**config.mk**
```make
export PLATFORM = sky130hd
export DESIGN_NAME = hsep_ram
export DESIGN_NICKNAME = d
export VERILOG_FILES = /design/src/rtl/hash_stirred_entropy_pool_top_assert.svh /design/src/rtl/hsep_ram.sv
export SDC_FILE = /design/constraint.sdc
export NUM_CORES = 2
export LEC_CHECK = 0
export ABC_CLOCK_PERIOD_IN_PS = 4800
export BUFFER_PORTS_ARGS = -buffer_cell sky130_fd_sc_hd__buf_4
export CORE_UTILIZATION = 48
export DETAILED_ROUTE_END_ITERATION = 16
export HOLD_SLACK_MARGIN = 0.12
export PLACE_DENSITY = 0.7
export SLEW_MARGIN = 40
export SYNTH_ARGS = -nofsm -noshare
export SYNTH_HDL_FRONTEND = slang
export SYNTH_SLANG_ARGS = --single-unit
```
**constraint.sdc**
```tcl
create_clock -name clk -period 4.8 [get_ports clk]
set_input_delay 0.48 -clock clk [delete_from_list [all_inputs] [get_ports clk]]
set_output_delay 0.48 -clock clk [all_outputs]
set_load 0.03 [all_outputs]
```
**src/rtl/hash_stirred_entropy_pool_top_assert.svh**
```systemverilog
// Assertion macros for the entropy pool design.
`ifndef HASH_STIRRED_ENTROPY_POOL_TOP_ASSERT_SVH
`define HASH_STIRRED_ENTROPY_POOL_TOP_ASSERT_SVH
`ifndef SYNTHESIS
`define HSEP_ASSERT(lbl, prop) lbl: assert property (@(posedge clk) disable iff (!rst_n) prop) \
  else $error("hsep assertion failed");
`define HSEP_ASSERT_ALWAYS(lbl, prop) lbl: assert property (@(posedge clk) prop) \
  else $error("hsep assertion failed");
`else
`define HSEP_ASSERT(lbl, prop)
`define HSEP_ASSERT_ALWAYS(lbl, prop)
`endif
`endif

```
**src/rtl/hsep_ram.sv**
```systemverilog
// Generic single-write, single-read RAM with registered read data.
module hsep_ram #(
  parameter int WIDTH = 32,
  parameter int DEPTH = 128
) (
  input  logic                     clk,
  input  logic                     we,
  input  logic [$clog2(DEPTH)-1:0] waddr,
  input  logic [WIDTH-1:0]         wdata,
  input  logic [$clog2(DEPTH)-1:0] raddr,
  output logic [WIDTH-1:0]         rdata
);
  logic [WIDTH-1:0] mem [DEPTH];

  always_ff @(posedge clk) begin
    if (we) begin
      mem[waddr] <= wdata;
    end
    rdata <= mem[raddr];
  end
endmodule

```
==> reports/metrics.csv <==
metric,value,unit
post-synthesis sequential area ratio,79.12,%
Hold WC Path Type,primary input to register,
post-synthesis register bit count,4128,
status,"finished, violations left",
Syn Inst Count,5990,
Required @ worst endpoint,5.63,ns
Synthesized Nets,6038,
Switching Share,21.79,%
placed insts,10410,
RSZ-0062 raised after global routing,no,
core box area,0.3240,sq mm
Routed WL,414900,microns
clock network power share,41.7,%
combinational share of power,5.4,%
post-CTS resize count,0,
design area,0.1793,sq mm
crit path DAT,3.85,ns
Flop pwr share,52.9,%
FF/Latch Area,0.1236,sq mm
Die Area,0.3279,sq mm
Power Internal,59200,uW
crit path time final,3.026,ns
drt drc,20,
crit path max fanout,45,
Num CTS Buffers,409,
CP endpoint kind,register,
Final Cycle Share,63.04,%
Tot GR Track Use,25.41,%
Peak VDD IR,353.6,uV
CTS root buf,clkbuf_16,
first-pass GRT wire length,573900,microns
top cell type's share of synthesized area,78.71,%
DIE HEIGHT,572.6,microns
setup tns final,0,ns
synthesis-to-layout area growth,14.73,%
yosys warns,0,
Port Buffers,79,
Synth top cells by count,"4,096 x edfxtp_1, 1,344 x mux4_2, 182 x clkbuf_1",
Avg Inst Size Synth,26.09,sq um
fin. max-slew vios,0,
maximum clock frequency,330.5,MHz
initial DRC count,10840,
via density per instance,6.471,
multi-input logic area,0.03231,sq mm
Syn Std Cell Area,0.1563,sq mm
number of flops mapped to enable cells by yosys,4096,
Die W,572.6,microns
Final Net Count,6577,
Overflow after GRT,0,
layout cells sized above 1,36.31,%
synth unique cells,17,
Vias,72670,
drt first pass iters,11,
# IOs,80,
pin count of the biggest net entering global routing,98,
pwr dens,422.1,mW/mm^2
Worst Skew,0.07118,ns
Non-Filler Instances,11230,
DP Area,0.1655,sq mm
Psw,16490,uW
H-tree levels,5,
Crit Path Class,primary input to register,
Static Leak,0.05497,uW
most frequent cell after synthesis,edfxtp_1,
Placer Congestion,0.8552,
final-report setup violation count,0,
CP Launch Type,primary input,
post-synth top area cell,edfxtp_1,
asr flop ratio synth,0,%
Filler Cell Count,22700,
initial antenna violation count,44,
violated checks,design-rule violations,
total clock sinks,4128,
Max clock buf depth,4,
Clock Latency Late Sink,0.99,ns
ranking of synthesized cells by area,"edfxtp_1 79%, mux4_2 19%, clkbuf_1 0.44%, dfxtp_1 0.41%, nor2_1 0.29%",
post-DP HPWL,234500,microns
Post-CTS Setup Inserts,0,
r2r setup slk,2.03,ns
Hold Buf Count CTS,24,
vias in the first global route,72690,
Final Hold Violating Endpoints,0,
starting density of the core,48.23,%
clock-pin slew on the worst setup and hold paths,0.06,ns
Worst Tran Pin Value,0.9074,ns
Rel. slew slack,39.36,%
Max-Cap Viols,0,
CTS tree,built,
post-route ant nets,0,
ys flop type,edfxtp_1,
post-DR wirelength/cell,36.95,microns
row count,209,
-- sequential cells by signal (all words and copies together), names as in the netlist --
name,flops
mem,4096
rdata,32
-- cell families (layout without fill, tap and decap cells) --
logic type | after synthesis | after routing | share of synthesized area [%]
mux | 1376 | 1376 | 19.60
simple gates | 170 | 170 | 0.4460
other cells | 0 | 28 | 0
flops | 4128 | 4128 | 79.12
buf+inv | 316 | 1202 | 0.8391
-- power by group through the flow --
stage / Clock (uW) / Combinational [uW] / Sequential (uW)
5_1_grt: 33200 / 4180 / 40000
6_report: 31600 / 4070 / 40000
4_1_cts: 31900 / 4050 / 40000
3_5_place_dp: 0 / 4010 / 40800
3_3_place_gp: 0 / 3930 / 40800
2_1_floorplan: 0 / 1920 / 40700
-- critical path, cell delays in order --
cell,delay [ns]
buf_16,0.36
buf_12,0.35
buf_4,0.34
mux4_2,0.54
mux4_2,0.60
mux4_2,0.71
mux2_2,0.34
-- area by class of cell --
type,instances,area share (%)
Timing Repair Buffer,444,2.546
Sequential cell,4128,68.96
Multi-Input combinational cell,1546,18.02
Antenna cell,28,0.03908
Tap cell,4325,3.018
Clock buffer,523,6.004
Clock inverter,235,1.417
-- metrics by stage --
stage / setup WS (ns) / hold slack, ns / utilization, % / total power [uW]
floorplan: 1.081 / 0.5789 / - / 42630
global placement: 0.8306 / 0.9757 / 51.04 / 44730
detailed placement: 0.8342 / 0.9897 / 51.09 / 44810
CTS: 1.822 / 0.1202 / 55.27 / 75940
global route: 1.759 / 0.1410 / 55.32 / 77430
finish: 1.774 / 0.1576 / 55.34 / 75690
-- layer usage --
metal / GRT usage, % / wire length [microns] / up-vias
li1: - / - / 27510
met1: 35.30 / 149800 / 39540
met2: 39.27 / 195500 / 4877
met3: 6.265 / 51720 / 723
met4: 9.668 / 17780 / 18
met5: 0 / 133 / -
-- cells in the final DEF (no fill, tap or decap), types with 31 or more instances in the layout --
| master | synthesis | routed |
|---|---|---|
| edfxtp_1 | 4096 | 4096 |
| clkinv_2 | 0 | 75 |
| buf_4 | 3 | 309 |
| clkbuf_16 | 0 | 410 |
| bufinv_16 | 0 | 34 |
| dfxtp_1 | 32 | 32 |
| mux4_2 | 1344 | 1344 |
| dlygate4sd3_1 | 0 | 31 |
| buf_12 | 0 | 75 |
| clkbuf_1 | 182 | 105 |
| nor2_4 | 0 | 119 |
| clkinv_1 | 0 | 85 |
| mux2_2 | 32 | 32 |
-- path summary, 6_finish.rpt --
kind | end | startpoint | cells past startpoint
max | rdata[21] | raddr[0] | 7
min | mem[3][4] | wdata[4] | 1
max reg2reg | rdata[17] | mem[63][17] | 4
min reg2reg | rdata[10] | mem[126][10] | 4
Note: power is estimated with default switching activity, not from simulation.
